--- config.mk ---
export PLATFORM = sky130hd
export DESIGN_NAME = sdown_queue
export DESIGN_NICKNAME = d
export VERILOG_FILES = /design/src/rtl/sdown_pkg.sv /design/src/rtl/sdown_queue.sv
export SDC_FILE = /design/constraint.sdc
export NUM_CORES = 1
export LEC_CHECK = 0
export BUFFER_PORTS_ARGS = -buffer_cell sky130_fd_sc_hd__buf_4
export CORE_UTILIZATION = 25
export CTS_BUF_LIST = sky130_fd_sc_hd__clkbuf_8
export CTS_CLUSTER_SIZE = 25
export DETAILED_ROUTE_END_ITERATION = 10
export PLACE_DENSITY = 0.46
export SETUP_SLACK_MARGIN = 0.3
export SYNTH_ARGS = -nofsm -noshare
export SYNTH_HDL_FRONTEND = slang
export SYNTH_SLANG_ARGS = --single-unit
--- constraint.sdc ---
create_clock -name clock -period 18.52 [get_ports clock]
set_input_delay 0 -clock clock [delete_from_list [all_inputs] [get_ports clock]]
set_output_delay 0 -clock clock [all_outputs]
set_load 0.01 [all_outputs]
--- src/rtl/sdown_pkg.sv ---
package sdown_pkg;

   localparam int SAMPLE_W = 23;
   localparam int WEIGHT_W = 16;
   localparam int SUM_W    = 40;
   localparam int ADD_W    = 48;
   localparam int CSR_IDX_W  = 1;
   localparam int CSR_DATA_W = 13;

   localparam logic [CSR_IDX_W-1:0] CSR_ALPHA_MODE = 1'd0;
   localparam logic [CSR_IDX_W-1:0] CSR_ROW_WIDTH  = 1'd1;

   typedef enum logic [1:0] {
      CMD_ACC   = 2'd0,
      CMD_CLOSE = 2'd1,
      CMD_EMIT  = 2'd2,
      CMD_NONE  = 2'd3
   } cmd_type;

   typedef struct packed {
      cmd_type                               cmd;
      logic [3:0][SAMPLE_W-1:0]              sample;
      logic [3:0][WEIGHT_W-1:0]              weight;
   } job_type;

   // round(b * 2^22 / 255), split as b*16448 + (64b + 127) / 255
   function automatic logic [SAMPLE_W-1:0] sample_q(input logic [7:0] b);
      logic [15:0] x;
      logic [15:0] q;
      x = {2'b0, b, 6'b0} + 16'd127;
      q = (x + 16'd1 + {8'b0, x[15:8]}) >> 8;
      return SAMPLE_W'({15'b0, b} * 23'd16448) + SAMPLE_W'(q);
   endfunction

   function automatic logic [SAMPLE_W-1:0] clamp_q22(input logic signed [SUM_W-1:0] v);
      if (v < 0)
         return '0;
      if (v > 40'sd4194304)
         return 23'd4194304;
      return v[SAMPLE_W-1:0];
   endfunction

   function automatic logic [7:0] to_byte(input logic [SAMPLE_W-1:0] c);
      logic [30:0] t;
      t = ({8'b0, c} << 8) - {8'b0, c} + 31'd2097152;
      return t[29:22];
   endfunction

   function automatic logic signed [SUM_W-1:0] sat_add(input logic signed [SUM_W-1:0] a,
                                                      input logic signed [ADD_W-1:0] b);
      logic signed [ADD_W+1:0] s;
      s = {{(ADD_W+2-SUM_W){a[SUM_W-1]}}, a} + {{2{b[ADD_W-1]}}, b};
      if (s > 50'sd549755813887)
         return 40'sh7F_FFFF_FFFF;
      if (s < -50'sd549755813888)
         return 40'sh80_0000_0000;
      return s[SUM_W-1:0];
   endfunction

endpackage

--- src/rtl/sdown_queue.sv ---
module sdown_queue import sdown_pkg::*; (
   input  logic    clock,
   input  logic    reset,
   input  logic    push,
   input  job_type push_data,
   input  logic    pop,
   output job_type pop_data,
   output logic    full,
   output logic    empty
);

   job_type     slot_ff [2];
   logic        wr_ptr_ff;
   logic        rd_ptr_ff;
   logic [1:0]  count_ff;

   assign full     = (count_ff == 2'd2);
   assign empty    = (count_ff == 2'd0);
   assign pop_data = slot_ff[rd_ptr_ff];

   always_ff @(posedge clock) begin
      if (push)
         slot_ff[wr_ptr_ff] <= push_data;
   end

   always_ff @(posedge clock) begin
      if (reset) begin
         wr_ptr_ff <= 1'b0;
         rd_ptr_ff <= 1'b0;
         count_ff  <= 2'd0;
      end else begin
         if (push)
            wr_ptr_ff <= !wr_ptr_ff;
         if (pop)
            rd_ptr_ff <= !rd_ptr_ff;
         if (push && !pop)
            count_ff <= count_ff + 2'd1;
         else if (pop && !push)
            count_ff <= count_ff - 2'd1;
      end
   end

endmodule

==> run metrics <==
vias per cell=3.929; CTS Buf Count=57; synthesized netlist cell count=514; type of the most critical hold path=input pin to register; most frequent cells in the layout=325 x buf_4, 316 x edfxtp_1, 162 x dlygate4sd3_1, 100 x mux2_4, 61 x clkbuf_8; Initial DRC Count=180; clk_skew=29.36 ps; final hold violations=0; Least-Margin Pin Slew=1155 ps; hold path startpoint=push_data[76]; status=complete, no violations; # IOs=322; Synth top area share=78.86%; CTS tree=yes; vias in the first global route=7395; Final Non-Filler Cells=1700; initial core utilization=25.25%; synth top area cells=edfxtp_1 79%, mux2_4 12%, mux2_2 5.4%, buf_6 1.4%, dfxtp_1 0.83%; dpl cell area=0.01509 mm2; Vias=6680; number of synthesized register bits=321; Tcrit/Tclk final=17.81%; Slew HR=22.98%; die area=0.04901 mm2; WS Path Type=register to primary output; Netlist cell types=16; H-tree Lvls=2; overall routing resource usage=11.33%; total wire length=28160 um; Sink Count=321; Setup-failing EPs final=0; Startpoint Class=register; CP max stage delay=1120 ps; pre-CTS setup slack=15760 ps; worst r2r src=wr_ptr_ff; Reg2Reg Depth=2; Pwr Density=96.33 mW/mm2; Mapped Area=0.01203 mm2; Synthesized Nets=677; FMAX=303.2 MHz; RSZ-0062 raised after global routing=no; max cap viols=0; CP bufs+invs=2; gr ovfl total=0; layout cells sized above 1=51.15%; Synth-to-Final Area Change=47.40%; post-CTS sizing=0; DP Cell Count=1437; Pleak=6.889 nW; yosys warns=0; first-pass GRT wire length=42060 um; CORE AREA=0.04765 mm2; worst r2r dst=slot_ff[1][57]; wire per inst=16.57 um; initial antenna violation count=2; clock-pin slew on the worst setup and hold paths=60 ps; Slew Limit Fails=0; Pre-Repair DR Iteration Count=5; crit path time final=3298 ps; Crit. End Element=primary output; root buffer cell=clkbuf_8; DRC viols=0; Routed Antenna Nets=0; Fin Setup TNS=0 ps; # rows=80; nets@finish=1206; Mapped Avg Cell Area=23.41 um2; CP cell instances=buf_4, mux2_2, buf_4; die height=221.4 um; Peak VDD IR=0.00005005 V; Max clock buf depth=3; CP top delay family=flip-flops; GPL Wtd Cong=0.7052; Setup WS post-layout=15220 ps; Worst Hold Endpoint=slot_ff[1][76]; largest net degree at the start of global routing=159; biggest area consumer among synthesized cells=edfxtp_1; count of input and output buffers=321; Die Wd=221.4 um; most common cell after layout, fill and taps aside=buf_4; CP max-delay cell=dfxtp_4; Seq/Total Area, Yosys=79.69%; CP arrival=3300 ps; cell mode on critical path=buf_4; maximum fanout along the worst path=61; Critical Path RT=18520 ps; hold path depth=2; design area=0.01774 mm2; Util after Layout=37.22%; R2R setup slack=16390 ps; worst skew pair latency=630 ps
==> what timing repair did <==
action                                  CTS  global route
buffers inserted                          0             0
endpoints found under the hold margin   345             0
hold buffers                            162             0
endpoints found under the setup margin    0             0
==> cells in the mapped netlist <==
cell      number
xnor2_1        2
buf_2          3
xor2_1         2
nor2_1         5
and2_1         1
o21ai_0        1
a21oi_1        1
mux2_4       100
nor2b_1        2
or3_1          1
inv_1          1
ha_1           1
edfxtp_1     316
dfxtp_1        5
buf_6         15
mux2_2        58
==> power breakdown <==
part | switching, mW | internal (mW) | total [mW]
Sequential | 0.0175 | 0.850 | 0.867
Combinational | 0.103 | 0.145 | 0.248
Clock | 0.280 | 0.313 | 0.593
Total | 0.401 | 1.31 | 1.71
==> registers in the layout (all words and copies together), names as in the netlist, named ones only <==
name,flops
rd_ptr_ff,1
wr_ptr_ff,1
count_ff,2
slot_ff,316
==> cell type report <==
cell class | instances | area, um2
fillers | 4537 | 29910
flip-flops and latches | 321 | 9593
repair buffers | 488 | 4081
multi-input cells | 174 | 2266
clock buffers | 61 | 839.6
well taps | 615 | 769.5
clock inverters | 38 | 177.7
diodes | 2 | 5.005
inverters | 1 | 3.754
==> how the worst max path moves through the flow <==
stage	start	endpoint	slack [ps]	depth (start not counted)
final	register	pop_data[8]	15220	3
after global placement	register	pop_data[1]	15800	3
after floorplan	wr_ptr_ff	slot_ff[0][0]	10520	1
after CTS	register	pop_data[144]	15030	3
after detailed placement	register	pop_data[144]	15760	3
after global routing	register	pop_data[8]	14950	3
==> logic make-up (layout without fill, tap and decap cells) <==
kind of cell,Yosys count,after routing,share of synthesized area (%)
XOR/XNOR,4,4,0.2912
other,0,2,0
flip-flops,321,321,79.69
AO/OA/AOI/OAI,2,2,0.08311
buffers and inverters,19,588,1.560
AND/OR/NAND/NOR,9,9,0.3640
multiplexers,158,158,17.91
adder cells (fa/ha/maj),1,1,0.1040
==> routing by layer <==
| layer | track usage (%) | vias to the layer above | wire length (um) |
|---|---|---|---|
| met2 | 19.17 | 224 | 13900 |
| li1 | - | 3107 | - |
| met3 | 4.342 | 56 | 2057 |
| met1 | 13.01 | 3293 | 11590 |
| met4 | 4.060 | 0 | 614 |
| met5 | 0 | - | 0 |
==> per-stage QoR <==
step                      total power, mW  hold WS (ps)
after floorplan                    0.9993         69.07
after global placement              1.105         185.0
after detailed placement            1.107         188.3
after CTS                           1.749         14.48
after global routing                1.791         37.06
final                               1.709         99.69
Note: power is estimated with default switching activity, not from simulation.
