File: config.mk
export PLATFORM = sky130hd
export DESIGN_NAME = sdown_front
export DESIGN_NICKNAME = d
export VERILOG_FILES = /design/src/rtl/sdown_pkg.sv /design/src/rtl/sdown_front.sv
export SDC_FILE = /design/constraint.sdc
export NUM_CORES = 1
export LEC_CHECK = 0
export ABC_AREA = 1
export BUFFER_PORTS_ARGS = -buffer_cell sky130_fd_sc_hd__clkbuf_2
export CELL_PAD_IN_SITES_DETAIL_PLACEMENT = 0
export CELL_PAD_IN_SITES_GLOBAL_PLACEMENT = 2
export CORE_UTILIZATION = 17
export DETAILED_ROUTE_END_ITERATION = 12
export PLACE_DENSITY = 0.85
export SLEW_MARGIN = 20
export SYNTH_ARGS = -nofsm -noshare
export SYNTH_HDL_FRONTEND = slang
export SYNTH_SLANG_ARGS = --single-unit
File: constraint.sdc
create_clock -name vclk -period 7.3
set_input_delay 2.19 -clock vclk [all_inputs]
set_output_delay 2.19 -clock vclk [all_outputs]
set_load 0.1 [all_outputs]
File: src/rtl/sdown_pkg.sv
package sdown_pkg;

   localparam int SAMPLE_W = 23;
   localparam int WEIGHT_W = 16;
   localparam int SUM_W    = 40;
   localparam int ADD_W    = 48;
   localparam int CSR_IDX_W  = 1;
   localparam int CSR_DATA_W = 13;

   localparam logic [CSR_IDX_W-1:0] CSR_ALPHA_MODE = 1'd0;
   localparam logic [CSR_IDX_W-1:0] CSR_ROW_WIDTH  = 1'd1;

   typedef enum logic [1:0] {
      CMD_ACC   = 2'd0,
      CMD_CLOSE = 2'd1,
      CMD_EMIT  = 2'd2,
      CMD_NONE  = 2'd3
   } cmd_type;

   typedef struct packed {
      cmd_type                               cmd;
      logic [3:0][SAMPLE_W-1:0]              sample;
      logic [3:0][WEIGHT_W-1:0]              weight;
   } job_type;

   // round(b * 2^22 / 255), split as b*16448 + (64b + 127) / 255
   function automatic logic [SAMPLE_W-1:0] sample_q(input logic [7:0] b);
      logic [15:0] x;
      logic [15:0] q;
      x = {2'b0, b, 6'b0} + 16'd127;
      q = (x + 16'd1 + {8'b0, x[15:8]}) >> 8;
      return SAMPLE_W'({15'b0, b} * 23'd16448) + SAMPLE_W'(q);
   endfunction

   function automatic logic [SAMPLE_W-1:0] clamp_q22(input logic signed [SUM_W-1:0] v);
      if (v < 0)
         return '0;
      if (v > 40'sd4194304)
         return 23'd4194304;
      return v[SAMPLE_W-1:0];
   endfunction

   function automatic logic [7:0] to_byte(input logic [SAMPLE_W-1:0] c);
      logic [30:0] t;
      t = ({8'b0, c} << 8) - {8'b0, c} + 31'd2097152;
      return t[29:22];
   endfunction

   function automatic logic signed [SUM_W-1:0] sat_add(input logic signed [SUM_W-1:0] a,
                                                      input logic signed [ADD_W-1:0] b);
      logic signed [ADD_W+1:0] s;
      s = {{(ADD_W+2-SUM_W){a[SUM_W-1]}}, a} + {{2{b[ADD_W-1]}}, b};
      if (s > 50'sd549755813887)
         return 40'sh7F_FFFF_FFFF;
      if (s < -50'sd549755813888)
         return 40'sh80_0000_0000;
      return s[SUM_W-1:0];
   endfunction

endpackage

File: src/rtl/sdown_front.sv
module sdown_front import sdown_pkg::*; (
   input  logic        req_tvalid,
   output logic        req_tready,
   input  logic [95:0] req_tdata,
   input  logic [1:0]  req_tuser,
   input  logic        queue_full,
   input  logic        clearing,
   output logic        push,
   output job_type     job
);

   always_comb begin
      req_tready = !queue_full && !clearing;
      job.cmd    = cmd_type'(req_tuser);
      for (int i = 0; i < 4; i++) begin
         job.sample[i] = sample_q(req_tdata[8*i +: 8]);
         job.weight[i] = req_tdata[32 + 16*i +: 16];
      end
      // CMD_NONE items are dropped here
      push = req_tvalid && req_tready && (job.cmd != CMD_NONE);
   end

endmodule

==> results.ini, run 1 <==
[setup_path]
cp.required_ps = 5110
cp.arrival_ps = 4880
crit_chain = clkbuf_2, ha_1, nand2_1, nand2_1, nand2_1, nand2_1, nor2_4, nand2_1, nor2_1, nand2_1, nand2_1, ha_1, inv_1, fa_1, buf_4, nor2_2, inv_1, nand2_1, inv_1, buf_2
crit_top_cell = nand2_1
path_delay_family = simple AND/OR/NAND/NOR gates
cp_num_buf_inv = 6
cp_max_fo = 6
critPathKind = primary input to output pin
max_stage_delay_ps = 400
slowest_stage = fa_1
end_kind = output pin
start_kind = primary input

[placement]
pre_cts_ws_ps = 98.4
dp_hpwl_mm = 7.57
finalWeightedCongestion = 0.788
place_inst = 829
io_buffers = 133

[layout]
antenna_cells = 0
stdcell_count = 829
n_sequential_cell = 0
nets = 733
n_fill_cell = 1940
ff_latch_area_um2 = 0
areaGrowthSynthToFinish_pct = 32.4
drive_above_1_share_pct = 37.4
nClkBuffers = 0

[floorplanning]
rows = 47
ios = 261
dieArea_mm2 = 0.0179
core-area_mm2 = 0.0168
die_y_um = 134
die_width_um = 134
start_util_pct = 17.6

[global_routing]
grt_pass1_wl_mm = 13.9
overflow = 0
grt_pass1_vias = 2915
use_met3_pct = 0.831
groute.usage.overall_pct = 9.11
met1_usage_pct = 12.2
antenna_found_initial = 0
grt_util_met2_pct = 16.1
busiest_layer = met2
grt_max_degree = 12

[drt]
routed-via-count = 3191
ant_nets = 0
drc = 0
routedWlPerCell_um = 10.3
vias_per_cell = 3.85
dr.first_iter.drc_count = 103
routed_wl_mm = 8.53
firstDrtPassIters = 4

[logic_synthesis]
synth_area_per_cell_um2 = 5.58
yosys.area.top_type = nand2_1
synthTopCellsByArea = nand2_1, buf_4, inv_1
synth_top_area_share_pct = 20.0
synth_cell_types = 29
syn-cell-area_mm2 = 0.00296
synthCells = 531
ys_warn_count = 0
synth_seq_area_share_pct = 0

[timing]
worst_pin_slew_ps = 567
period_needed_ps = 7070
period_share_pct = 96.8
maxSlewViolCount = 0
setup_slack_ps = 230
relSlewSlack_pct = 62.4
rsz0062_at_grt = false
finalHoldViolations = 0
max_freq_mhz = 141
setup_viol = 0

[flow_run]
maxCapViolCount = 0

[clocking]
cts_setup_buffers = 0

[outcome]
status = finished clean

[power_and_ir_drop]
powerDensity_mw_per_mm2 = 119
p_total_w = 0.000466
p_leak_nw = 2.11
pwr-share-clk_pct = 0
combPwrFrac_pct = 100.0
p_int_w = 0.0000898
swShare_pct = 80.7
ir_worst_vdd_mv = 0.0658
p_sw_w = 0.000376
sequentialPowerShare_pct = 0

[hold_path]
hold_path.class = primary input to output pin

Yosys cell counts, drive strengths merged:
library cell and instances:
nor2 68, fa 4, nand2 181, or2 1, o21bai 4, nand4 4
clkbuf 1, xor2 27, buf 72, and2 1, nand3 32, nor3 3
ha 17, xnor2 11, a31oi 2, a21oi 11, o21ai 11, conb 2
inv 79
final cells by class:
cell class                      instances  area [um^2]  area share, %
Tap cell                              220          275           7.02
Multi-Input combinational cell        385         2320           59.1
Inverter                               79          297           7.57
Timing Repair Buffer                  145         1030           26.3
power groups by stage:
stage	Combinational, W	Clock [W]	Sequential (W)
floorplan	0.000536	0	0
global route	0.000489	0	0
finish	0.000466	0	0
CTS	0.000468	0	0
detailed placement	0.000467	0	0
global placement	0.000468	0	0
through the flow:
step / TNS, ps / area, um^2 / hold slack, ps / util, %
final: 0 / 3920 / 4380 / 23.3
after global routing: 0 / 3920 / 4380 / 23.3
after CTS: 0 / 3890 / 4380 / 23.1
after detailed placement: 0 / 3890 / 4380 / 23.1
after global placement: 0 / 3890 / 4380 / 23.1
after floorplan: -1460 / 3130 / 4590 / -
cell families after synthesis:
kind of cell	count (synthesis)	share of synthesized area (%)
XOR/XNOR	38	11.2
other	2	0.254
buffers and inverters	152	28.6
AO/OA/AOI/OAI	28	5.28
AND/OR/NAND/NOR	290	44.8
adder cells (fa/ha/maj)	21	9.89
worst paths after layout:
kind	cells after the start	slack [ps]	end	start
worst max-delay path	20	230	job[151]	req_tdata[25]
worst min-delay path	0	4380	job[23]	req_tdata[55]
timing repair:
item,CTS,global route
resized for setup,0,12
hold buffers,0,0
setup endpoints to repair,0,9
endpoints found under the hold margin,0,0
routing by layer:
metal  routed length [um]  vias up
met5                    0        -
met4                   50        0
met3                  533       10
met2                 4050       98
met1                 3890     1405
li1                     -     1678
cells in the final DEF, fill, tap and decap left out:
master / n
ha_1: 16
buf_12: 17
o21ai_0: 9
o21ai_1: 2
a21oi_2: 1
a31oi_2: 1
fa_1: 4
nor2_2: 20
nor2_1: 38
clkbuf_2: 105
nand4_1: 4
xor2_1: 13
inv_1: 75
conb_1: 8
nor2_4: 10
a21oi_1: 10
nand2_2: 21
a31oi_1: 1
xnor2_2: 3
nand3_1: 31
inv_2: 4
nand3_2: 1
nor3_2: 3
buf_2: 3
o21bai_1: 4
nand2_1: 157
nand2_4: 3
xor2_2: 14
and2_1: 1
or2_2: 1
ha_2: 1
buf_4: 20
xnor2_1: 8
No activity file was read; power rests on OpenSTA's default activity.
==> run 2: changes to the inputs <==
--- a/config.mk
+++ b/config.mk
@@ -9,6 +9,7 @@
 export BUFFER_PORTS_ARGS = -buffer_cell sky130_fd_sc_hd__clkbuf_2
 export CELL_PAD_IN_SITES_DETAIL_PLACEMENT = 0
 export CELL_PAD_IN_SITES_GLOBAL_PLACEMENT = 2
+export CORE_ASPECT_RATIO = 0.9
 export CORE_UTILIZATION = 17
 export DETAILED_ROUTE_END_ITERATION = 12
 export PLACE_DENSITY = 0.85
==> results.ini, run 2 (same netlist as run 1, synthesis figures left out) <==
[floorplanning]
die_y_um = 127  ; was 134 um
ios = 261  ; unchanged
dieArea_mm2 = 0.0179  ; about the same
start_util_pct = 17.5  ; was 17.6%
die_width_um = 141  ; was 134 um
rows = 45  ; was 47
core-area_mm2 = 0.0169  ; was 0.0168 mm^2

[layout]
layout_commonest_cell = nand2_1  ; unchanged
utilization_pct = 23.5  ; was 23.3%
antenna_cells = 0  ; unchanged
n_sequential_cell = 0  ; unchanged
nets = 736  ; was 733
stdcell_count = 847  ; was 829
areaGrowthSynthToFinish_pct = 34.6  ; was 32.4%
nClkBuffers = 0  ; unchanged
ff_latch_area_um2 = 0  ; unchanged
mostFrequentLayoutCells = nand2_1, clkbuf_2, inv_1  ; unchanged
drive_above_1_share_pct = 38.2  ; was 37.4%

[global_routing]
antenna_found_initial = 0  ; unchanged
met1_usage_pct = 13.0  ; was 12.2%
overflow = 0  ; unchanged
use_met3_pct = 0.712  ; was 0.831%
grt_max_degree = 12  ; unchanged
grt_pass1_wl_mm = 14.0  ; was 13.9 mm
grt_pass1_vias = 2875  ; was 2915
grt_util_met2_pct = 15.3  ; was 16.1%
busiest_layer = met2  ; unchanged
groute.usage.overall_pct = 9.09  ; was 9.11%

[timing]
relSlewSlack_pct = 62.9  ; was 62.4%
max_freq_mhz = 142  ; was 141 MHz
rsz0062_at_grt = false  ; unchanged
whs_ps = 4380  ; about the same
period_needed_ps = 7040  ; was 7070 ps
final.setup.tns_ps = 0  ; unchanged
period_share_pct = 96.5  ; was 96.8%
worst_pin_slew_ps = 559  ; was 567 ps
finalHoldViolations = 0  ; unchanged
maxSlewViolCount = 0  ; unchanged
setup_viol = 0  ; unchanged

[power_and_ir_drop]
powerDensity_mw_per_mm2 = 118  ; was 119 mW/mm^2
p_int_w = 0.0000918  ; was 0.0000898 W
p_total_w = 0.000469  ; was 0.000466 W
ir_worst_vdd_mv = 0.0829  ; was 0.0658 mV
combPwrFrac_pct = 100.0  ; about the same
p_sw_w = 0.000377  ; was 0.000376 W
p_leak_nw = 2.12  ; was 2.11 nW
pwr-share-clk_pct = 0  ; about the same
swShare_pct = 80.4  ; was 80.7%
sequentialPowerShare_pct = 0  ; about the same

[drt]
routedWlPerCell_um = 10.1  ; was 10.3 um
dr.first_iter.drc_count = 102  ; was 103
routed-via-count = 3129  ; was 3191
drc = 0  ; unchanged
vias_per_cell = 3.69  ; was 3.85
ant_nets = 0  ; unchanged
firstDrtPassIters = 4  ; unchanged
routed_wl_mm = 8.56  ; was 8.53 mm

[setup_path]
cp.required_ps = 5110  ; about the same
slowest_stage = fa_1  ; unchanged
max_stage_delay_ps = 380  ; was 400 ps
cp_num_buf_inv = 4  ; was 6
path_delay_family = simple AND/OR/NAND/NOR gates  ; unchanged
end_kind = output pin  ; unchanged
cp_max_fo = 6  ; unchanged
cp.arrival_ps = 4850  ; was 4880 ps
start_kind = primary input  ; unchanged
crit_top_cell = nand2_1  ; unchanged
critPathKind = primary input to output pin  ; unchanged
crit_chain = clkbuf_2, ha_2, nand2_1, nand2_1, nand2_1, nand2_1, nor2_2, nand2_1, nor2_1, nand2_1, nand2_1, ha_1, inv_1, fa_1, nor2_1, nand2_2, nor2_2, buf_4, xor2_2, buf_12  ; was clkbuf_2, ha_1, nand2_1, nand2_1, nand2_1, nand2_1, nor2_4, nand2_1, nor2_1, nand2_1, nand2_1, ha_1, inv_1, fa_1, buf_4, nor2_2, inv_1, nand2_1, inv_1, buf_2

[outcome]
status = finished clean  ; unchanged

[placement]
finalWeightedCongestion = 0.802  ; was 0.788
place_inst = 845  ; was 829
dp_hpwl_mm = 7.64  ; was 7.57 mm
io_buffers = 133  ; unchanged

[hold_path]
hold_path.class = primary input to output pin  ; unchanged

[flow_run]
maxCapViolCount = 0  ; unchanged

[run 2: cell types whose count changed in the layout (fill, tap and decap cells not counted)]
cell,delta
ha_1,-3
ha_2,+3
buf_12,+2
clkbuf_2,+2
nor2_1,+2
nor2_4,-2
buf_2,-1
clkinvlp_4,+1
inv_1,-1
nand3_1,-1
nand3_2,+1
[run 2: layout make-up]
cell class	count	area (um^2)
fill	1934	13000
multi-input combinational	385	2310
timing repair buffer	148	1080
inverter	79	300
tap	235	294
[run 2: power by group through the flow]
stage	logic (W)	clock network [W]	registers (W)
floorplan	0.000536	0	0
global placement	0.000470	0	0
detailed placement	0.000469	0	0
CTS	0.000470	0	0
global route	0.000492	0	0
finish	0.000469	0	0
[run 2: stage by stage]
step	setup WS [ps]	area, um^2
2_1_floorplan	-333	3130
3_3_place_gp	115	3940
3_5_place_dp	141	3940
4_1_cts	134	3940
5_1_grt	1.91	3980
6_report	259	3980
[run 2: routing by layer]
layer / up-vias / share of wire [%]
met5: - / 0
met4: 0 / 0.22
met3: 6 / 4.9
met2: 94 / 46
met1: 1343 / 49
li1: 1686 / -
[run 2: final timing paths]
path / start / end / slack, ps / cells after the start
min: req_tdata[33] / job[1] / 4380 / 0
max: req_tdata[25] / job[145] / 260 / 20
[run 2: repair_timing]
| item | 4_1_cts | 5_1_grt |
|---|---|---|
| setup buffers | 0 | 2 |
| endpoints found under the setup margin | 0 | 16 |
| resized for setup | 0 | 12 |
| hold buffers | 0 | 0 |
